## src/rtl/mtc_pkg.sv

```systemverilog
// ----------------------------------------------------------------------------
// mtc_pkg
// Shared types, constants and tables of the marching tetrahedra cube block.
// ----------------------------------------------------------------------------
package mtc_pkg;

    localparam int GRID_DIM   = 256;
    localparam int VAL_W      = 16;
    localparam int CRD_W      = 16;
    localparam int FIFO_DEPTH = 2;
    localparam int CFG_IDX_W  = 2;
    localparam int CFG_DATA_W = 16;

    // configuration register indexes
    localparam logic [CFG_IDX_W-1:0] REG_ISO    = 2'd0;
    localparam logic [CFG_IDX_W-1:0] REG_ORIGIN = 2'd1;
    localparam logic [CFG_IDX_W-1:0] REG_STEP   = 2'd2;

    typedef logic signed [CRD_W-1:0] coord_t;
    typedef logic [VAL_W-1:0]        dens_t;

    typedef struct packed {
        logic [15:0]        iso;
        logic signed [14:0] origin;
        logic [13:0]        step;
    } cfg_t;

    // one classified cube: corner positions per axis for offset 0 and 1
    typedef struct packed {
        coord_t [2:0] pos_lo;
        coord_t [2:0] pos_hi;
        dens_t  [7:0] val;
        logic   [7:0] ins;
    } cube_t;

    // one edge to interpolate, from p towards q
    typedef struct packed {
        coord_t [2:0] p_pos;
        coord_t [2:0] q_pos;
        dens_t        va;
        dens_t        vb;
    } edge_req_t;

    // corner i of tetrahedron t; all six share the diagonal 0-6
    function automatic logic [2:0] tet_corner(input logic [2:0] t, input logic [1:0] i);
        logic [11:0] row;
        begin
            case (t)
                3'd0:    row = {3'd6, 3'd1, 3'd5, 3'd0};
                3'd1:    row = {3'd4, 3'd6, 3'd5, 3'd0};
                3'd2:    row = {3'd6, 3'd2, 3'd1, 3'd0};
                3'd3:    row = {3'd6, 3'd3, 3'd2, 3'd0};
                3'd4:    row = {3'd6, 3'd7, 3'd3, 3'd0};
                3'd5:    row = {3'd6, 3'd4, 3'd7, 3'd0};
                default: row = '0;
            endcase
            tet_corner = row[3*i +: 3];
        end
    endfunction

    // unit offset of corner v along axis ax (0 x, 1 y, 2 z)
    function automatic logic corner_bit(input logic [2:0] v, input logic [1:0] ax);
        begin
            case (ax)
                2'd0:    corner_bit = (v == 3'd1) || (v == 3'd2) || (v == 3'd5) || (v == 3'd6);
                2'd1:    corner_bit = (v == 3'd2) || (v == 3'd3) || (v == 3'd6) || (v == 3'd7);
                2'd2:    corner_bit = v[2];
                default: corner_bit = 1'b0;
            endcase
        end
    endfunction

endpackage

```

## src/rtl/mtc_fifo.sv

```systemverilog
// ----------------------------------------------------------------------------
// mtc_fifo
// Short show-ahead queue of classified cubes between front and back.
// ----------------------------------------------------------------------------
module mtc_fifo (
    input  logic            clk,
    input  logic            rst_n,
    input  logic            push,
    input  mtc_pkg::cube_t  push_data,
    input  logic            pop,
    output mtc_pkg::cube_t  head,
    output logic            full,
    output logic            empty
);
    import mtc_pkg::*;

    localparam int PTR_W = $clog2(FIFO_DEPTH);
    localparam int CNT_W = $clog2(FIFO_DEPTH + 1);

    cube_t              mem [FIFO_DEPTH];
    logic [PTR_W-1:0]   wr_ptr_reg;
    logic [PTR_W-1:0]   rd_ptr_reg;
    logic [CNT_W-1:0]   count_reg;

    assign full  = count_reg == CNT_W'(FIFO_DEPTH);
    assign empty = count_reg == '0;
    assign head  = mem[rd_ptr_reg];

    always_ff @(posedge clk or negedge rst_n)
    begin
        if (!rst_n)
        begin
            wr_ptr_reg <= '0;
            rd_ptr_reg <= '0;
            count_reg  <= '0;
        end
        else
        begin
            if (push)
                wr_ptr_reg <= (wr_ptr_reg == PTR_W'(FIFO_DEPTH - 1)) ? '0 : wr_ptr_reg + 1'b1;
            if (pop)
                rd_ptr_reg <= (rd_ptr_reg == PTR_W'(FIFO_DEPTH - 1)) ? '0 : rd_ptr_reg + 1'b1;
            if (push && !pop)
                count_reg <= count_reg + 1'b1;
            else if (pop && !push)
                count_reg <= count_reg - 1'b1;
        end
    end

    always_ff @(posedge clk)
    begin
        if (push)
            mem[wr_ptr_reg] <= push_data;
    end

`ifndef SYNTHESIS
    a_no_overflow: assert property (@(posedge clk) disable iff (!rst_n) push |-> !full)
        else $error("cube queue written while full");
    a_no_underflow: assert property (@(posedge clk) disable iff (!rst_n) pop |-> !empty)
        else $error("cube queue read while empty");
    a_count_range: assert property (@(posedge clk) disable iff (!rst_n)
        count_reg <= CNT_W'(FIFO_DEPTH))
        else $error("cube queue count out of range");
`endif

endmodule

```

## config.mk

```make
export PLATFORM = sky130hd
export DESIGN_NAME = mtc_fifo
export DESIGN_NICKNAME = d
export VERILOG_FILES = /design/src/rtl/mtc_pkg.sv /design/src/rtl/mtc_fifo.sv
export SDC_FILE = /design/constraint.sdc
export NUM_CORES = 1
export LEC_CHECK = 0
export BUFFER_PORTS_ARGS = -buffer_cell sky130_fd_sc_hd__clkbuf_2
export CORE_MARGIN = 2
export CORE_UTILIZATION = 45
export DETAILED_ROUTE_END_ITERATION = 8
export PLACE_DENSITY_LB_ADDON = 0.12
export SYNTH_ARGS = -nofsm -noshare
export SYNTH_HDL_FRONTEND = slang
export SYNTH_SLANG_ARGS = --single-unit
```

## constraint.sdc

```tcl
create_clock -name clk -period 34.1 [get_ports clk]
set_input_delay 3.41 -clock clk [delete_from_list [all_inputs] [get_ports clk]]
set_output_delay 3.41 -clock clk [all_outputs]
set_load 0.05 [all_outputs]
```

After elaboration in Yosys (flattened, before gate mapping)
Memories as Yosys holds them, arrays and structs flattened.
Index checks and enable logic that the tools add are counted.
- bits in registers: 4
- memory bits (writable): 464
- input port bits: 236
- output and inout port bits: 234
- word-level logic and storage cells: 21
- memories kept: 1
- memory list (name ; words ; bits a word ; rd ports ; clocked after memory_dff ; wr ports ; line ; text):
    mem ; 2 ; 232 ; 1 ; 0 ; 1 ; mtc_fifo.sv:20 ; cube_t mem [FIFO_DEPTH];
- add/subtract/negate cells: 4
- equal/unequal tests: 1
- multiplexer cells: 6
- reductions and logical operators: 6
- operators with widths (cell ; number):
    1-bit 2-to-1 mux ; 4
    2-bit 2-to-1 mux ; 2
    1-bit adder (second input constant) ; 2
    2-bit by 1-bit adder with 2-bit output (second input constant) ; 1
    2-bit == test (second input constant) ; 1
    1-bit logical AND ; 2
    1-bit logical NOT ; 2
    2-bit logical NOT ; 1
    2-bit nonzero test ; 1
    2-bit by 1-bit subtractor with 2-bit output (second input constant) ; 1

Longest topological paths before layout
- depth after elaboration: 4
- mapped depth: 5
- depth with buffers taken out: 5

Least setup slack after synthesis
OpenSTA, ideal clock, no wires.
- path kind: input port to flip-flop
- from: input push
- to: memory mem[0][0] (netlist name), enable pin
- library setup time: 0.856 ns
- arrival: 13.400 ns
- required time: 33.244 ns
- setup slack: 19.843 ns
- cell stages on the path: 1
- buffers on the path: 0
- cells stage by stage: nor2b_1
- word-level cells in the longest chain between the ends: 2
- ends and longest elaborated chain (element ; line ; text):
    start, declared ; mtc_fifo.sv:8 ; input logic push,
    1-bit 2-to-1 mux ; mtc_fifo.sv:52 ; if (push)
    1-bit 2-to-1 mux (not written as such) ; mtc_fifo.sv:53 ; mem[wr_ptr_reg] <= push_data;
    end, declared ; mtc_fifo.sv:20 ;
Every way passes these cells.

==> flow_metrics.py <==
metrics = {
    "logic_synthesis": {
        "synth_flop_cell": "edfxtp_1",
        "async_reset_ff_share_pct": 0.855,
        "netlist_top_cells_area": "edfxtp_1 79%, mux2_4 14%, mux2_2 4.0%, buf_6 1.3%, dfrtp_1 0.57%",
        "synth_cell_types": 13,
        "ys_seq_elements": 468,
        "synth_top_area_share_pct": 79.1,
        "synth_area_um2": 17600,
        "post-synth-top-count-cell": "edfxtp_1",
        "synthSimpleGateAreaFrac_pct": 0.149,
        "synth_compound_area_share_pct": 0,
        "muxShareOfSynthArea_pct": 18.4,
        "ys_seq_area_share_pct": 79.6,
        "synth_warnings": 0,
        "synth_top_family_by_area": "multiplexers",
        "avgSynthCellArea_um2": 23.9,
        "syn-num-nets": 975,
        "synth_xor_area_share_pct": 0.248,
        "synth_top_area_cell": "edfxtp_1",
        "synth-edff-count": 464,
        "synthTopCellsByCount": "464 x edfxtp_1, 170 x mux2_4, 62 x mux2_2",
        "synthAdderAreaFrac_pct": 0.0710,
        "postSynthCellCount": 738,
    },
    "power_and_ir_drop": {
        "power_density_nw_per_um2": 100,
        "switching_power_mw": 0.886,
        "finalPower_mw": 2.19,
        "p_int_mw": 1.30,
        "p_leak_nw": 8.75,
        "power_frac_clock_pct": 21.2,
        "vdd_drop_max_uv": 62.8,
        "pwr-share-comb_pct": 42.3,
        "swShare_pct": 40.5,
        "seqPwrFrac_pct": 36.5,
    },
    "clock_tree": {
        "cts_root_buffer": "clkbuf_16",
        "postCtsSetupRepairBufs": 0,
        "cts.sinks": 468,
        "numCtsBuffers": 49,
        "holdBufCountCts": 0,
        "h-tree-depth": 2,
        "tritoncts": "done",
        "path_clk_slew_ns": 0.06,
        "ctsLongestPathBuffers": 3,
        "clk_latency_ns": 0.56,
        "cts_resized": 0,
    },
    "cells_and_area": {
        "largest_register_ffs": 464,
        "drive_gt1_share_pct": 60.2,
        "num-fill-cells": 3022,
        "design_area_um2": 21800,
        "seqCellArea_um2": 14000,
        "areaGrowthSynthToFinish_pct": 23.9,
        "multi_input_area_um2": 3340,
        "nets": 1478,
    },
    "placement": {
        "hpwl_um": 24400,
        "place_ws_ns": 27.83,
        "io_buffers": 469,
        "place_congestion": 0.730,
        "placed_area_um2": 20500,
    },
    "timing": {
        "clock_skew_ns": 0.0134,
        "tns_ns": 0,
        "whs_ns": 0.497,
        "slew_headroom_pct": 21.9,
        "tightestPinTransition_ns": 1.17,
        "drv_slew": 0,
        "worst_slack_ns": 27.61,
        "fin_crit_ns": 6.50,
        "grt_setup_unrepaired": "false",
        "fmax_mhz": 154,
        "post-route-period-util_pct": 19.0,
        "finalSetupViolations": 0,
        "hold_viol": 0,
    },
    "route": {
        "vias": 8609,
        "first_iter_violations": 444,
        "viasPerCell": 4.79,
        "antenna_left": 0,
        "firstDrtPassIters": 4,
        "routedWlPerCell_um": 20.3,
        "drc": 0,
        "routed_wl_um": 36400,
    },
    "critical_path": {
        "worstSetupPathType": "reg -> out",
        "worstPathCellList": "buf_12 -> mux2_2 -> clkbuf_2",
        "cp_top_family": "buffers and inverters",
        "cp_slowest_stage_delay_ns": 0.79,
        "worstPathRequired_ns": 30.69,
        "critical_path.endpoint_type": "primary output",
        "path_max_fanout": 149,
        "start_kind": "flip-flop",
        "path_buf_inv": 2,
        "cpMaxStageDelayCell": "dfrtp_4",
        "ff2ff_setup_slack_ns": 30.98,
        "worstPathArrival_ns": 3.08,
    },
    "global_route": {
        "antenna_found_initial": 7,
        "grt_max_degree": 150,
        "grt_pass1_vias": 8967,
        "grt_pass1_wl_um": 53300,
        "overflow": 0,
        "gr-usage-all-layers_pct": 17.5,
    },
    "floorplanning": {
        "rows": 72,
        "die_w_um": 202,
        "dieArea_um2": 40800,
        "ios": 470,
        "start_util_pct": 45.6,
        "core_um2": 38600,
        "die_y_um": 202,
    },
    "status": {
        "run_status": "finished, final reports clean",
    },
    "min_path": {
        "hp-class": "reg -> reg",
    },
    "flow_run": {
        "max_cap_viol_count": 0,
    },
}
-- cell families after synthesis --
logic type,after synthesis
adders and majority gates,1
DFF,468
buffers and inverters,27
muxes,232
xor gates and xnor gates,5
and+or+nand+nor,5
-- cell type report --
cell class / count / area share [%]
Antenna cell: 5 / 0.0573
Inverter: 1 / 0.0172
Clock inverter: 16 / 0.321
Multi-Input combinational cell: 243 / 15.3
Timing Repair Buffer: 478 / 11.1
Clock buffer: 68 / 5.94
Tap cell: 518 / 2.97
Sequential cell: 468 / 64.3
-- metrics by stage --
step | std cells | utilization [%]
global route | 1796 | 56.5
finish | 1797 | 56.5
detailed placement | 1708 | 52.9
floorplan | 738 | -
CTS | 1792 | 56.5
global placement | 1708 | 52.9
-- metal layers --
layer / vias to the layer above / share of wire, % / global-route usage [%] / routed length (µm)
met5: - / 0.11 / 0 / 41
met4: 6 / 3.1 / 7.38 / 1130
met3: 68 / 9.1 / 6.79 / 3300
met2: 315 / 50 / 28.8 / 18300
met1: 4252 / 37 / 20.4 / 13700
li1: 3968 / - / - / -
-- power by group through the flow --
stage                     Combinational [mW]  Clock (mW)  Sequential (mW)
final                                  0.926       0.464            0.797
after global routing                   0.965       0.501            0.808
after CTS                              0.940       0.478            0.799
after detailed placement               0.938           0            0.811
after global placement                 0.940           0            0.805
after floorplan                        0.767           0            0.832
-- layout by cell type (no fill, tap or decap), drive strengths merged --
| cell type | count |
|---|---|
| and2 | 1 |
| buf | 9 |
| clkbuf | 537 |
| clkinv | 15 |
| dfrtp | 4 |
| diode | 5 |
| edfxtp | 464 |
| ha | 1 |
| inv | 2 |
| mux2 | 232 |
| nor2 | 2 |
| nor2b | 2 |
| xnor2 | 1 |
| xor2 | 4 |
-- worst reg2reg max path: cells and delay by family, from the launching register on --
family / cells / cell delay, ns
simple gates: 1 / 0.59
buf+inv: 2 / 1.59
flops: 1 / 0.42
-- final timing paths --
path / cells past startpoint / startpoint / end
max: 3 / rd_ptr_reg / head[4]
min: 1 / count_reg[1] / count_reg[1]
max reg2reg: 3 / wr_ptr_reg / mem[1][59]
min reg2reg: 1 / count_reg[1] / count_reg[1]
max in group asynchronous: 1 / rst_n / rd_ptr_reg
min in group asynchronous: 1 / rst_n / rd_ptr_reg
Note: power is estimated with default switching activity, not from simulation.
