## src/rtl/mtc_pkg.sv

```systemverilog
// ----------------------------------------------------------------------------
// mtc_pkg
// Shared types, constants and tables of the marching tetrahedra cube block.
// ----------------------------------------------------------------------------
package mtc_pkg;

    localparam int GRID_DIM   = 256;
    localparam int VAL_W      = 16;
    localparam int CRD_W      = 16;
    localparam int FIFO_DEPTH = 2;
    localparam int CFG_IDX_W  = 2;
    localparam int CFG_DATA_W = 16;

    // configuration register indexes
    localparam logic [CFG_IDX_W-1:0] REG_ISO    = 2'd0;
    localparam logic [CFG_IDX_W-1:0] REG_ORIGIN = 2'd1;
    localparam logic [CFG_IDX_W-1:0] REG_STEP   = 2'd2;

    typedef logic signed [CRD_W-1:0] coord_t;
    typedef logic [VAL_W-1:0]        dens_t;

    typedef struct packed {
        logic [15:0]        iso;
        logic signed [14:0] origin;
        logic [13:0]        step;
    } cfg_t;

    // one classified cube: corner positions per axis for offset 0 and 1
    typedef struct packed {
        coord_t [2:0] pos_lo;
        coord_t [2:0] pos_hi;
        dens_t  [7:0] val;
        logic   [7:0] ins;
    } cube_t;

    // one edge to interpolate, from p towards q
    typedef struct packed {
        coord_t [2:0] p_pos;
        coord_t [2:0] q_pos;
        dens_t        va;
        dens_t        vb;
    } edge_req_t;

    // corner i of tetrahedron t; all six share the diagonal 0-6
    function automatic logic [2:0] tet_corner(input logic [2:0] t, input logic [1:0] i);
        logic [11:0] row;
        begin
            case (t)
                3'd0:    row = {3'd6, 3'd1, 3'd5, 3'd0};
                3'd1:    row = {3'd4, 3'd6, 3'd5, 3'd0};
                3'd2:    row = {3'd6, 3'd2, 3'd1, 3'd0};
                3'd3:    row = {3'd6, 3'd3, 3'd2, 3'd0};
                3'd4:    row = {3'd6, 3'd7, 3'd3, 3'd0};
                3'd5:    row = {3'd6, 3'd4, 3'd7, 3'd0};
                default: row = '0;
            endcase
            tet_corner = row[3*i +: 3];
        end
    endfunction

    // unit offset of corner v along axis ax (0 x, 1 y, 2 z)
    function automatic logic corner_bit(input logic [2:0] v, input logic [1:0] ax);
        begin
            case (ax)
                2'd0:    corner_bit = (v == 3'd1) || (v == 3'd2) || (v == 3'd5) || (v == 3'd6);
                2'd1:    corner_bit = (v == 3'd2) || (v == 3'd3) || (v == 3'd6) || (v == 3'd7);
                2'd2:    corner_bit = v[2];
                default: corner_bit = 1'b0;
            endcase
        end
    endfunction

endpackage

```

## src/rtl/mtc_front.sv

```systemverilog
// ----------------------------------------------------------------------------
// mtc_front
// Accept cubes, classify corners, compute corner positions, drop off-grid and empty cubes.
// ----------------------------------------------------------------------------
module mtc_front (
    input  logic                       clk,
    input  logic                       rst_n,
    input  mtc_pkg::cfg_t              cfg,
    input  logic                       in_valid,
    output logic                       in_ready,
    input  logic [2:0][7:0]            in_idx,
    input  mtc_pkg::dens_t [7:0]       in_val,
    output logic                       push,
    output mtc_pkg::cube_t             push_data,
    input  logic                       full
);
    import mtc_pkg::*;

    localparam logic [10:0] IDX_LIMIT = 11'(GRID_DIM - 2);

    logic               a_valid_reg;
    logic [2:0][21:0]   a_prod_reg;
    dens_t [7:0]        a_val_reg;
    logic [7:0]         a_ins_reg;
    logic               b_valid_reg;
    cube_t              b_data_reg;

    logic               a_adv;
    logic               b_adv;
    logic [7:0]         ins;
    logic               out_grid;
    logic               drop;
    cube_t              b_data_next;

    function automatic coord_t sat16(input logic signed [24:0] v);
        begin
            if (v > 25'sd32767)
                sat16 = 16'sh7fff;
            else if (v < -25'sd32768)
                sat16 = 16'sh8000;
            else
                sat16 = v[15:0];
        end
    endfunction

    assign b_adv    = !b_valid_reg || !full;
    assign a_adv    = !a_valid_reg || b_adv;
    assign in_ready = a_adv;
    assign push     = b_valid_reg && !full;
    assign push_data = b_data_reg;

    always_comb
    begin
        for (int v = 0; v < 8; v++)
        begin
            ins[v] = in_val[v] >= cfg.iso;
        end
        out_grid = 1'b0;
        for (int ax = 0; ax < 3; ax++)
        begin
            if ({3'b000, in_idx[ax]} > IDX_LIMIT)
                out_grid = 1'b1;
        end
        drop = out_grid || (ins == 8'h00) || (ins == 8'hff);
    end

    always_comb
    begin
        logic signed [24:0] lo;
        logic signed [24:0] hi;
        b_data_next = '0;
        for (int ax = 0; ax < 3; ax++)
        begin
            lo = 25'(cfg.origin) + $signed({3'b000, a_prod_reg[ax]});
            hi = lo + $signed({11'd0, cfg.step});
            b_data_next.pos_lo[ax] = sat16(lo);
            b_data_next.pos_hi[ax] = sat16(hi);
        end
        b_data_next.val = a_val_reg;
        b_data_next.ins = a_ins_reg;
    end

    always_ff @(posedge clk or negedge rst_n)
    begin
        if (!rst_n)
        begin
            a_valid_reg <= 1'b0;
            b_valid_reg <= 1'b0;
        end
        else
        begin
            if (a_adv)
                a_valid_reg <= in_valid && !drop;
            if (b_adv)
                b_valid_reg <= a_valid_reg;
        end
    end

    always_ff @(posedge clk)
    begin
        if (a_adv && in_valid)
        begin
            for (int ax = 0; ax < 3; ax++)
            begin
                a_prod_reg[ax] <= in_idx[ax] * cfg.step;
            end
            a_val_reg <= in_val;
            a_ins_reg <= ins;
        end
        if (b_adv)
            b_data_reg <= b_data_next;
    end

endmodule

```

## config.mk

```make
export PLATFORM = sky130hd
export DESIGN_NAME = mtc_front
export DESIGN_NICKNAME = d
export VERILOG_FILES = /design/src/rtl/mtc_pkg.sv /design/src/rtl/mtc_front.sv
export SDC_FILE = /design/constraint.sdc
export NUM_CORES = 1
export LEC_CHECK = 0
export BUFFER_PORTS_ARGS = -buffer_cell sky130_fd_sc_hd__buf_2
export CAP_MARGIN = 20
export CELL_PAD_IN_SITES_DETAIL_PLACEMENT = 0
export CELL_PAD_IN_SITES_GLOBAL_PLACEMENT = 2
export CORE_ASPECT_RATIO = 0.8
export CORE_MARGIN = 2
export CORE_UTILIZATION = 35
export CTS_BUF_LIST = sky130_fd_sc_hd__clkbuf_8 sky130_fd_sc_hd__clkbuf_16
export DETAILED_ROUTE_END_ITERATION = 8
export PLACE_DENSITY = 0.78
export SETUP_SLACK_MARGIN = 0.5
export SYNTH_ARGS = -nofsm -noshare
export SYNTH_HDL_FRONTEND = slang
export SYNTH_SLANG_ARGS = --single-unit
```

## constraint.sdc

```tcl
create_clock -name clk -period 6.1 [get_ports clk]
set_input_delay 0.305 -clock clk [delete_from_list [all_inputs] [get_ports clk]]
set_output_delay 0.305 -clock clk [all_outputs]
set_load 0.01 [all_outputs]
```

Word level (Yosys, flattened, before mapping)
Cells that the tools add are included.
{"block": "totals", "ff_bits": 436, "in_bits": 201, "wordCells": 83}
{"block": "op_classes", "n_addsub": 6, "n_mul": 3, "n_lt_le_gt_ge": 23, "n_eq_ne": 1, "n_mux": 9, "n_reduce_logical": 12}
{"operator": ">= comparator 16 bit", "count": 8}
{"operator": "2-to-1 mux 16 bit", "count": 6}
{"operator": "adder 24 x 15 -> 25 bit", "count": 3}
{"operator": "greater-than comparator 25 x 16 -> 1 bit, second input constant", "count": 3}
{"operator": "less-than comparator 25 x 16 -> 1 bit, second input constant", "count": 3}
{"operator": "adder 15 x 23 -> 24 bit", "count": 3}
{"operator": "greater-than comparator 24 x 16 -> 1 bit, second input constant", "count": 3}
{"operator": "less-than comparator 24 x 16 -> 1 bit, second input constant", "count": 3}
{"operator": "multiplier 8 x 14 -> 22 bit", "count": 3}
{"operator": "greater-than comparator 8 bit, second input constant", "count": 3}
{"operator": "equality test 8 bit, second input constant", "count": 1}
{"operator": "logical NOT 8 bit", "count": 1}
{"operator": "logical NOT 1 bit", "count": 4}
{"operator": "logical OR 1 bit", "count": 4}
{"operator": "logical AND 1 bit", "count": 3}
{"operator": "2-to-1 mux 1 bit", "count": 3}

Logic depth before layout (Yosys ltp)
Gate-level depths: netlist of run 1.
{"block": "depth", "word_depth": 8, "ltp_mapped": 23, "depth_no_buf": 22}

Worst setup path before layout of run 1
No wires, ideal clock.
{"block": "synth_path", "path_kind": "register to register", "start": "register b_valid_reg", "end": "register b_data_reg (netlist bit push_data[0]) (enable)", "arrival_time_ns": 4.096, "required_time_ns": 4.286, "slack_ns": 0.191, "path_stages_with_launch": 2, "n_path_buf": 0, "cell_sequence": "dfrtp_1 -> nand2_1"}
{"block": "synth_between", "elab_chain_cells": 2}
{"element": "start, declared", "line_no": "mtc_front.sv:25", "text": "logic b_valid_reg;"}
{"element": "start signal, assigned", "line_no": "mtc_front.sv:95", "text": "b_valid_reg <= a_valid_reg;"}
{"element": "logical NOT 1 bit", "line_no": "mtc_front.sv:46", "text": "assign b_adv = !b_valid_reg || !full;"}
{"element": "logical OR 1 bit", "line_no": "mtc_front.sv:46"}
{"element": "named net b_adv", "line_no": "mtc_front.sv:29", "text": "logic b_adv;"}
{"element": "end signal, assigned", "line_no": "mtc_front.sv:111", "text": "b_data_reg <= b_data_next;"}
{"element": "end, declared", "line_no": "mtc_front.sv:26", "text": "cube_t b_data_reg;"}
The timed path passes the listed nets, and every way through them passes these cells.
A chain may end at the register's enable or synchronous reset.

Final worst setup path of run 1
{"block": "layout_path", "start": "register a_prod_reg[22] (netlist name)", "end": "register b_data_reg (netlist bit push_data[164]), data pin"}
{"block": "layout_between", "elab_chain_cells": 4}
{"element": "start, declared", "line_no": "mtc_front.sv:22", "text": "logic [2:0][21:0] a_prod_reg;"}
{"element": "start signal, assigned by index", "line_no": "mtc_front.sv:105", "text": "a_prod_reg[ax] <= in_idx[ax] * cfg.step;"}
{"element": "adder 15 x 23 -> 24 bit (*)", "line_no": "mtc_front.sv:74", "text": "lo = 25'(cfg.origin) + $signed({3'b000, a_prod_reg[ax]});"}
{"element": "adder 24 x 15 -> 25 bit (*)", "line_no": "mtc_front.sv:75", "text": "hi = lo + $signed({11'd0, cfg.step});"}
{"element": "less-than comparator 25 x 16 -> 1 bit", "line_no": "mtc_front.sv:39", "text": "else if (v < -25'sd32768)"}
{"element": "2-to-1 mux 16 bit", "line_no": "mtc_front.sv:39"}
Every way passes the cells marked *; elsewhere a longest branch is shown, timed or not.

==> results of run 1 <==
## worst paths after layout
| kind | slack [ns] | cells past startpoint | to | start |
|---|---|---|---|---|
| setup / recovery | 0.94 | 22 | push_data[164] | a_prod_reg[22] |
| hold / removal | 0.04 | 2 | a_valid_reg | rst_n |
| setup reg to reg | 0.94 | 22 | push_data[164] | a_prod_reg[22] |
| hold reg to reg | 0.41 | 0 | push_data[14] | a_val_reg[6] |
| max in group asynchronous | 5.96 | 2 | b_valid_reg | rst_n |
| min in group clk | 0.27 | 2 | a_prod_reg[44] | in_idx[16] |
## final cells by class
| cell class | count | area [um^2] |
|---|---|---|
| timing repair buffer | 602 | 3790 |
| inverter | 358 | 1340 |
| tap | 1236 | 1550 |
| antenna | 3 | 7.51 |
| clock buffer | 53 | 1300 |
| sequential | 436 | 13100 |
| fill | 9116 | 54700 |
| clock inverter | 41 | 295 |
| multi-input combinational | 2166 | 18700 |
## cells in the final DEF, fill, tap and decap left out, types with 8 or more instances in the layout
master and n:
xor2_1 51, a31oi_1 15, xnor2_1 82, dlygate4sd3_1 129, nand2_1 258, and3_1 25
nor3_1 47, nor2b_1 26, and2_1 183, buf_2 434, edfxtp_1 434, or3_1 15
buf_4 36, a21o_1 102, o21bai_1 15, inv_1 372, a31o_2 8, clkinv_1 8
a311oi_1 9, o21ai_0 119, nand4_1 30, ha_1 371, fa_1 222, o22ai_1 27
o21a_1 29, nand3_1 37, nand2b_1 45, nor2_1 122, clkbuf_16 51, o211ai_1 15
a211oi_1 20, a21oi_1 143
## logic make-up (layout without fill, tap and decap cells)
group | Yosys count | after routing | share of synthesized area [%]
DFF | 436 | 436 | 39.2
adders and majority gates | 593 | 593 | 27.2
other | 0 | 3 | 0
buffers and inverters | 438 | 1054 | 5.01
and+or+nand+nor | 833 | 833 | 12.8
AOI/OAI and AO/OA | 599 | 599 | 12.1
muxes | 5 | 5 | 0.150
xor gates and xnor gates | 136 | 136 | 3.62
## stage by stage
| stage | hold slack, ns | area, um^2 | setup WS (ns) | utilization (%) | cells |
|---|---|---|---|---|---|
| final | 0.0435 | 40100 | 0.935 | 42.3 | 4895 |
| after global routing | 0.0149 | 40100 | 0.501 | 42.3 | 4893 |
| after CTS | 0.0282 | 40000 | 0.662 | 42.2 | 4889 |
| after detailed placement | 0.0941 | 37100 | 0.411 | 39.2 | 4666 |
| after global placement | 0.0923 | 37100 | 0.458 | 39.2 | 4666 |
| after floorplan | 0.00941 | 33400 | 0.890 | - | 3040 |
## metal layers
| layer | GRT usage, % | wire length (um) | vias to the layer above |
|---|---|---|---|
| met3 | 2.72 | 4540 | 118 |
| met4 | 4.96 | 2320 | 6 |
| met5 | 0 | 29 | - |
| met1 | 30.0 | 48400 | 11800 |
| met2 | 29.1 | 42000 | 535 |
| li1 | - | - | 11900 |
## Yosys cell counts, types with 6 or more instances
| cell | instances | area share (%) |
|---|---|---|
| clkbuf_1 | 70 | 0.79 |
| nand3_1 | 37 | 0.55 |
| o211ai_1 | 15 | 0.34 |
| nor3_1 | 47 | 0.70 |
| nand2_1 | 260 | 2.9 |
| a21oi_1 | 145 | 2.2 |
| o31a_1 | 7 | 0.18 |
| nor4_1 | 6 | 0.11 |
| nand2b_1 | 45 | 0.84 |
| a311oi_2 | 6 | 0.27 |
| and3_1 | 25 | 0.47 |
| a21boi_0 | 6 | 0.13 |
| xnor2_1 | 84 | 2.2 |
| o41a_1 | 6 | 0.20 |
| a31oi_1 | 16 | 0.30 |
| o22ai_1 | 27 | 0.51 |
| and2_1 | 184 | 3.4 |
| o21bai_1 | 15 | 0.34 |
| xor2_1 | 51 | 1.3 |
| nor2b_1 | 26 | 0.49 |
| ha_1 | 371 | 14 |
| or2_2 | 7 | 0.13 |
| or3_1 | 15 | 0.28 |
| o21a_1 | 29 | 0.65 |
| fa_1 | 222 | 13 |
| a221oi_1 | 6 | 0.16 |
| edfxtp_1 | 434 | 39 |
| o31ai_1 | 8 | 0.18 |
| o21ai_0 | 121 | 1.8 |
| a21o_1 | 102 | 2.3 |
| inv_1 | 357 | 4.0 |
| nand4_1 | 30 | 0.56 |
| a31o_2 | 8 | 0.21 |
| a41oi_1 | 7 | 0.18 |
| nor2_1 | 122 | 1.4 |
| a211oi_1 | 20 | 0.45 |
| a311oi_1 | 9 | 0.24 |
## power by group through the flow
stage	logic (mW)	clock network, mW	registers [mW]
after floorplan	6.86	0	4.62
after global placement	9.76	0	4.48
after detailed placement	9.68	0	4.49
after CTS	9.82	3.03	4.44
after global routing	11.1	3.14	4.48
final	9.91	2.94	4.43
## repair_timing
action	in CTS	in global routing
hold buffers	129	0
setup endpoints to repair	0	45
gates resized for setup	0	10
endpoints found under the hold margin	130	0
setup buffers	0	2
==> flow_metrics.tcl, run 1 <==
set metrics [dict create \
    die_x_um 349 \
    antenna_found_initial 8 \
    cp_cell_sequence "ha_1 -> inv_1 -> fa_1 -> nor2b_1 -> o21ai_1 -> a21boi_1 -> o21ai_0 -> nand2b_1 -> a21o_1 -> a21oi_1 -> xnor2_2 -> ha_1 -> a21o_1 -> a41oi_1 -> o211ai_1 -> o41a_1 -> o211ai_1 -> nand2_1 -> a311oi_2 -> a21oi_2 -> buf_4 -> a311oi_1" \
    dieArea_um2 97900 \
    overflow 0 \
    core_area_um2 94800 \
    fp.dieH_um 280 \
    syn_inst 3040 \
    relSlewSlack_pct 33.7 \
    path_buf_inv 2 \
    ys_types 92 \
    p_int_mw 9.81 \
    tns_ns 0 \
    grt_max_degree 145 \
    grt_pass1_wl_mm 147 \
    start_kind "register" \
    clock_path_buffers 3 \
    synth_ff_type "edfxtp_1" \
    vdd_ir_drop_max_v 0.000188 \
    clock.fmax_mhz 194 \
    htreeDepth 2 \
    pin_count 435 \
    drt_iter0_markers 1620 \
    max-cap-violations 0 \
    p_switching_mw 7.47 \
    power_frac_clock_pct 17.0 \
    numCtsBuffers 51 \
    endpoint_kind "register" \
    dp_hpwl_mm 76.6 \
    port_buffers 434 \
    wire_per_inst_um 19.9 \
    first_pass_iters 7 \
    ys_ff_latch 436 \
    drv_slew 0 \
    outcome "complete, no violations" \
    cp_slowest_cell "o41a_1" \
    finalPower_mw 17.3 \
    rsz0062_at_grt "no" \
    hp-class "in2async" \
    worst_pin_slew_ns 0.995 \
    totalWireLength_mm 97.3 \
    drc_errors 0 \
    seqPwrFrac_pct 25.6 \
    ys_warn_count 0 \
    fin_nets 4409 \
    place.gp.congestion 0.847 \
    cp.required_ns 6.52 \
    cp_top_family "compound AO/OA/AOI/OAI gates" \
    p_sw_share_pct 43.2 \
    synth_edf_count 434 \
    rows 101 \
    initial_core_util_pct 35.2 \
    powerDensity_nw_per_um2 431 \
    drive_above_1_share_pct 16.5 \
    grt_use_total_pct 19.7 \
    clk_pin_slew_worst_paths_ns 0.06 \
    vias_per_cell 4.97 \
    syn_nets 3834 \
    arrival_ns 5.58 \
    min_period_ns 5.16 \
    postRouteAntennaNets 0 \
    min_period_over_period_pct 84.7 \
    path_max_fanout 8 \
    finalHoldViolCount 0 \
    finalSetupViolCount 0 \
    cts_tree "done" \
    netlist_area_um2 33400 \
    cts_root_buf "clkbuf_16" \
    worstSetupPathType "reg2reg" \
    num_vias 24300 \
    synth-seq-area-share_pct 39.2 \
    async_reset_ff_share_pct 0.459 \
    area_delta_synth_final_pct 20.0 \
    cpPeakStageDelay_ns 0.46 \
    p_leak_nw 18.1 \
    largest_register_ffs 232 \
    clock_skew_ns 0.0232 \
    syn-mean-instance-area_um2 11.0 \
    clock_sinks 436 \
    first_global_vias 23800 \
    power_frac_comb_pct 57.4 \
    clk_latency_ns 0.62 \
]
Power figures use the tool's default switching activity.
==> run 2: changes to the inputs <==
==> constraint.sdc (replaced) <==
create_clock -name clk -period 4.7 [get_ports clk]
set_input_delay 0.235 -clock clk [delete_from_list [all_inputs] [get_ports clk]]
set_output_delay 0.235 -clock clk [all_outputs]
set_load 0.01 [all_outputs]
==> flow_metrics.tcl, run 2 (same netlist as run 1, synthesis figures left out) <==
set metrics [dict create \
    dp_hpwl_mm 81.8 \
    finalHoldViolCount 0 \
    startpoint "a_prod_reg[6]" \
    p_leak_nw 20.4 \
    totalWireLength_mm 105 \
    postRouteAntennaNets 0 \
    rows 101 \
    fill_cells 8874 \
    port_buffers 434 \
    clock_skew_ns 0.0253 \
    rrSetupSlack_ns -0.05 \
    p_sw_share_pct 41.7 \
    placed_area_um2 39500 \
    cp_slowest_cell "edfxtp_1" \
    final_cell_mix "edfxtp_1, buf_2, buf_4" \
    endpoint "push_data[146]" \
    cp.depth 23 \
    wire_per_inst_um 20.1 \
    arrival_ns 5.12 \
    holdPathStages 3 \
    fp.dieH_um 280 \
    fin_util_pct 47.9 \
    r2r-start "a_prod_reg[6]" \
    worst_pin_slew_ns 1.11 \
    drive_above_1_share_pct 31.7 \
    pin_count 435 \
    min_period_over_period_pct 101 \
    min_period_ns 4.75 \
    vdd_ir_drop_max_v 0.000412 \
    violations "negative setup slack" \
    gr-max-usage-layer "met1" \
    grt_pass1_wl_mm 159 \
    cp_top_family "compound AO/OA/AOI/OAI gates" \
    clk_pin_slew_worst_paths_ns 0.06 \
    final_cell_area_um2 45400 \
    grt_use_met2_pct 31.4 \
    drv_slew 0 \
    outcome "complete, but fails checks" \
    initial_core_util_pct 35.2 \
    largest_register_ffs 232 \
    vias_per_cell 4.94 \
    hp-class "in2reg" \
    drt_iter0_markers 1588 \
    power_frac_clock_pct 14.7 \
    worstSetupPathType "reg2reg" \
    relSlewSlack_pct 25.4 \
    power_frac_comb_pct 64.8 \
    rr_endpoint "push_data[146]" \
    seq_area_um2 13100 \
    finalSetupViolCount 14 \
    cp_cell_sequence "ha_4 -> a21o_1 -> or3_4 -> o21ai_2 -> nor2_1 -> o21ai_1 -> nand2b_1 -> a21oi_2 -> o21bai_1 -> xnor2_1 -> buf_4 -> inv_4 -> ha_4 -> and3_4 -> o211ai_1 -> a31oi_2 -> o21ai_2 -> buf_4 -> nor3b_4 -> nand2_2 -> a211oi_4 -> o221a_4 -> o22ai_2" \
    htreeDepth 2 \
    rsz0062_at_grt "yes" \
    path_buf_inv 3 \
    endpoint_kind "register" \
    powerDensity_nw_per_um2 621 \
    cts_tree "done" \
    p_int_mw 16.4 \
    cp.required_ns 5.07 \
    cts_root_buf "clkbuf_16" \
    first_pass_iters 5 \
    drc_errors 0 \
    ff2ff_path_depth 23 \
    grt_use_met1_pct 31.9 \
    clock.fmax_mhz 211 \
    p_switching_mw 11.7 \
    pre_cts_ws_ns -0.607 \
    path_max_fanout 8 \
    layout_setup_ws_ns -0.0496 \
    grt_util_met3_pct 3.12 \
    final_common_cell "edfxtp_1" \
    grt_use_total_pct 21.2 \
    numCtsBuffers 51 \
    clk_latency_ns 0.63 \
    area_delta_synth_final_pct 35.8 \
    place.gp.congestion 0.858 \
    max-cap-violations 0 \
    cpPeakStageDelay_ns 0.41 \
    start_kind "register" \
    num_vias 25900 \
    first_global_vias 26000 \
    grt_max_degree 102 \
    dieArea_um2 97900 \
    clock_sinks 436 \
    multi_input_area_um2 20600 \
    fin_nets 4768 \
    die_x_um 349 \
    clock_path_buffers 3 \
    core_area_um2 94800 \
    overflow 0 \
    seqPwrFrac_pct 20.5 \
    antenna_found_initial 7 \
]
## run 2: cell count changes in the layout (fill, tap and decap cells not counted), moves of 33 or more
cell / before / now
buf_4: 36 / 333
ha_4: 0 / 35
ha_1: 371 / 330
a21oi_1: 143 / 110
inv_1: 372 / 332
buf_6: 0 / 42
## run 2: worst min-delay path by stage
stage / start / end / slack [ns]
6_report: in_idx[16] / a_prod_reg[44] / 0.11
5_1_grt: in_idx[16] / a_prod_reg[44] / 0.13
4_1_cts: in_idx[16] / a_prod_reg[44] / 0.08
3_3_place_gp: rst_n / a_valid_reg / 0.02
2_1_floorplan: rst_n / a_valid_reg / -0.06
3_5_place_dp: rst_n / a_valid_reg / 0.03
## run 2: cell type report
class                   instances  area share (%)
diodes                          2          0.0110
clock buffers                  51            2.81
clock inverters                39           0.941
inverters                     358            2.98
multi-input cells            2167            45.5
flip-flops and latches        436            28.8
well taps                    1236            3.41
repair buffers                960            15.5
## run 2: repair_timing
item	4_1_cts	5_1_grt
gates resized for setup	249	180
buffers inserted	70	25
setup endpoints to repair	65	104
endpoints found under the hold margin	130	0
pin swaps	158	150
gates cloned	5	1
hold buffers	130	0
## run 2: power by group through the flow
stage               clock network, mW  registers [mW]  logic [mW]
global placement                    0            5.83        14.8
global route                     4.35            5.85        20.0
detailed placement                  0            5.85        14.8
floorplan                           0            6.00        9.25
CTS                              4.23            5.78        16.8
finish                           4.14            5.78        18.2
## run 2: worst reg2reg max path: cells and delay by family (launching register included)
family | cells | cell delay, ns
buffers and inverters | 3 | 0.38
adder cells (fa/ha/maj) | 2 | 0.50
AO/OA/AOI/OAI | 11 | 1.90
AND/OR/NAND/NOR | 6 | 1.14
XOR/XNOR | 1 | 0.15
flip-flops | 1 | 0.41
## run 2: metrics by stage
stage	instances	setup TNS [ns]	hold slack [ns]	total power, mW
floorplan	3040	-0.232	-0.0606	15.3
global placement	4926	-9.40	0.0227	20.7
detailed placement	4926	-9.70	0.0278	20.7
CTS	5221	0	0.0793	26.8
global route	5248	-6.15	0.128	30.2
finish	5249	-0.371	0.114	28.2
## run 2: per-layer routing
layer	vias to the layer above	wire length (um)
li1	12600	-
met4	12	2960
met3	146	4830
met5	-	73
met2	507	45800
met1	12700	51500
==> run 3: changes to the inputs <==
--- a/config.mk
+++ b/config.mk
@@ -10,7 +10,6 @@
 export CELL_PAD_IN_SITES_DETAIL_PLACEMENT = 0
 export CELL_PAD_IN_SITES_GLOBAL_PLACEMENT = 2
 export CORE_ASPECT_RATIO = 0.8
-export CORE_MARGIN = 2
 export CORE_UTILIZATION = 35
 export CTS_BUF_LIST = sky130_fd_sc_hd__clkbuf_8 sky130_fd_sc_hd__clkbuf_16
 export DETAILED_ROUTE_END_ITERATION = 8
==> constraint.sdc (replaced) <==
create_clock -name clk -period 4.7 [get_ports clk]
set_input_delay 1.175 -clock clk [delete_from_list [all_inputs] [get_ports clk]]
set_output_delay 1.175 -clock clk [all_outputs]
set_load 0.01 [all_outputs]
==> flow_metrics.tcl, run 3 (same netlist as run 1, synthesis figures left out) <==
set metrics [dict create \
    arrival_ns 5.67 \
    start_kind "input port" \
    core_area_um2 93800 \
    hp-class "in2async" \
    first_pass_iters 5 \
    min_period_ns 5.33 \
    fp.dieH_um 278 \
    cp_cell_sequence "buf_12 -> buf_12 -> buf_6 -> and2_4 -> fa_1 -> inv_1 -> fa_1 -> fa_1 -> fa_1 -> inv_2 -> ha_4 -> a21o_1 -> o21a_1 -> o31a_1 -> o41a_1 -> a41o_1 -> o41ai_2 -> xnor2_1" \
    wire_per_inst_um 19.5 \
    powerDensity_nw_per_um2 657 \
    finalSetupViolCount 71 \
    cpPeakStageDelay_ns 0.53 \
    totalWireLength_mm 107 \
    path_max_fanout 6 \
    violations "negative setup slack" \
    rr_endpoint "push_data[149]" \
    clock_path_buffers 3 \
    htreeDepth 2 \
    antenna_found_initial 8 \
    clk_pin_slew_worst_paths_ns 0.06 \
    clock_sinks 436 \
    p_leak_nw 22.0 \
    ff2ff_path_depth 23 \
    dpl.cell_count 5259 \
    r2r-start "a_prod_reg[6]" \
    p_sw_share_pct 40.2 \
    rsz0062_at_grt "yes" \
    numCtsBuffers 47 \
    relSlewSlack_pct 38.0 \
    crit_path_frequent_cell "fa_1" \
    seqPwrFrac_pct 18.4 \
    final_common_cell "buf_4" \
    first_global_vias 26700 \
    rrSetupSlack_ns -0.19 \
    grt_pass1_wl_mm 161 \
    cp.required_ns 5.05 \
    finalHoldViolCount 0 \
    outcome "complete, but fails checks" \
    p_switching_mw 12.6 \
    drt_iter0_markers 1410 \
    fin_cells 5493 \
    clock_skew_ns 0.0195 \
    clk_latency_ns 0.62 \
    drc_errors 0 \
    dieArea_um2 96700 \
    area_delta_synth_final_pct 43.2 \
    layout_setup_ws_ns -0.627 \
    final_cell_mix "buf_4, edfxtp_1, buf_2" \
    worstSetupPathType "in2reg" \
    finalPower_mw 31.4 \
    largest_register_ffs 232 \
    p_int_mw 18.8 \
    num_vias 26700 \
    initial_core_util_pct 35.6 \
    min_period_over_period_pct 113 \
    tns_ns -16.43 \
    dp_hpwl_mm 84.7 \
    port_buffers 434 \
    grt_max_degree 75 \
    vias_per_cell 4.87 \
    postRouteAntennaNets 0 \
    clock.fmax_mhz 188 \
    cts_root_buf "clkbuf_16" \
    drv_slew 0 \
    cts_tree "done" \
    pin_count 435 \
    vdd_ir_drop_max_v 0.000334 \
    fin_nets 5023 \
    power_frac_clock_pct 12.0 \
    overflow 0 \
    place.gp.congestion 0.851 \
    max-cap-violations 0 \
    hold_buffers 0 \
    cp_slowest_cell "fa_1" \
    endpoint_kind "register" \
    worst_pin_slew_ns 0.918 \
    grt_use_total_pct 21.8 \
    power_frac_comb_pct 69.6 \
    rows 100 \
    drive_above_1_share_pct 41.1 \
    die_x_um 347 \
]
## run 3: final cells by class
class	count	area, um^2
diodes	4	10.0
clock buffers	47	1180
clock inverters	38	374
fillers	8501	46000
inverters	358	1350
multi-input cells	2168	21300
flip-flops and latches	436	13100
well taps	1224	1530
repair buffers	1217	8950
repair inverters	1	5.00
## run 3: critical path, delay by kind of cell
| family | cells | cell delay, ns |
|---|---|---|
| AOI/OAI and AO/OA | 6 | 1.57 |
| xor gates and xnor gates | 1 | 0.13 |
| adders and majority gates | 5 | 2.20 |
| buffers and inverters | 5 | 0.47 |
| and+or+nand+nor | 1 | 0.13 |
## run 3: worst max-delay path by stage
stage / start / cells past startpoint / slack, ns / end
finish: cfg[3] / 18 / -0.63 / a_prod_reg[21]
global route: cfg[3] / 18 / -0.74 / a_prod_reg[21]
CTS: cfg[3] / 20 / -0.62 / a_prod_reg[65]
detailed placement: cfg[1] / 17 / -1.61 / a_prod_reg[21]
global placement: cfg[1] / 22 / -1.57 / a_prod_reg[65]
floorplan: in_idx[5] / 17 / -1.05 / a_prod_reg[21]
## run 3: layer usage
| metal | part of all wire, % | global-route usage (%) |
|---|---|---|
| met2 | 45 | 33.9 |
| met3 | 4.4 | 3.30 |
| met5 | 0.049 | 0 |
| met4 | 1.4 | 3.89 |
| met1 | 49 | 32.2 |
## run 3: through the flow
stage / setup slack, ns / utilization, % / cell area (um^2) / hold slack (ns)
5_1_grt: -0.741 / 51.0 / 47800 / 0.313
3_3_place_gp: -1.57 / 45.3 / 42500 / 0.400
4_1_cts: -0.616 / 49.6 / 46500 / 0.291
3_5_place_dp: -1.61 / 45.3 / 42500 / 0.405
2_1_floorplan: -1.05 / - / 34500 / 0.400
6_report: -0.627 / 51.0 / 47800 / 0.341
## run 3: what timing repair did
action                     4_1_cts  5_1_grt
setup buffers                   88       44
cloned                          12        1
setup endpoints to repair      103      134
resized for setup              328      207
pin swaps                      169      175
## run 3: power by group through the flow
stage                     clock (mW)  sequential (mW)  combinational [mW]
after floorplan                    0             5.99                9.70
after detailed placement           0             5.86                17.6
after CTS                       3.87             5.79                20.4
final                           3.78             5.78                21.9
after global placement             0             5.84                17.6
after global routing            4.00             5.85                23.8
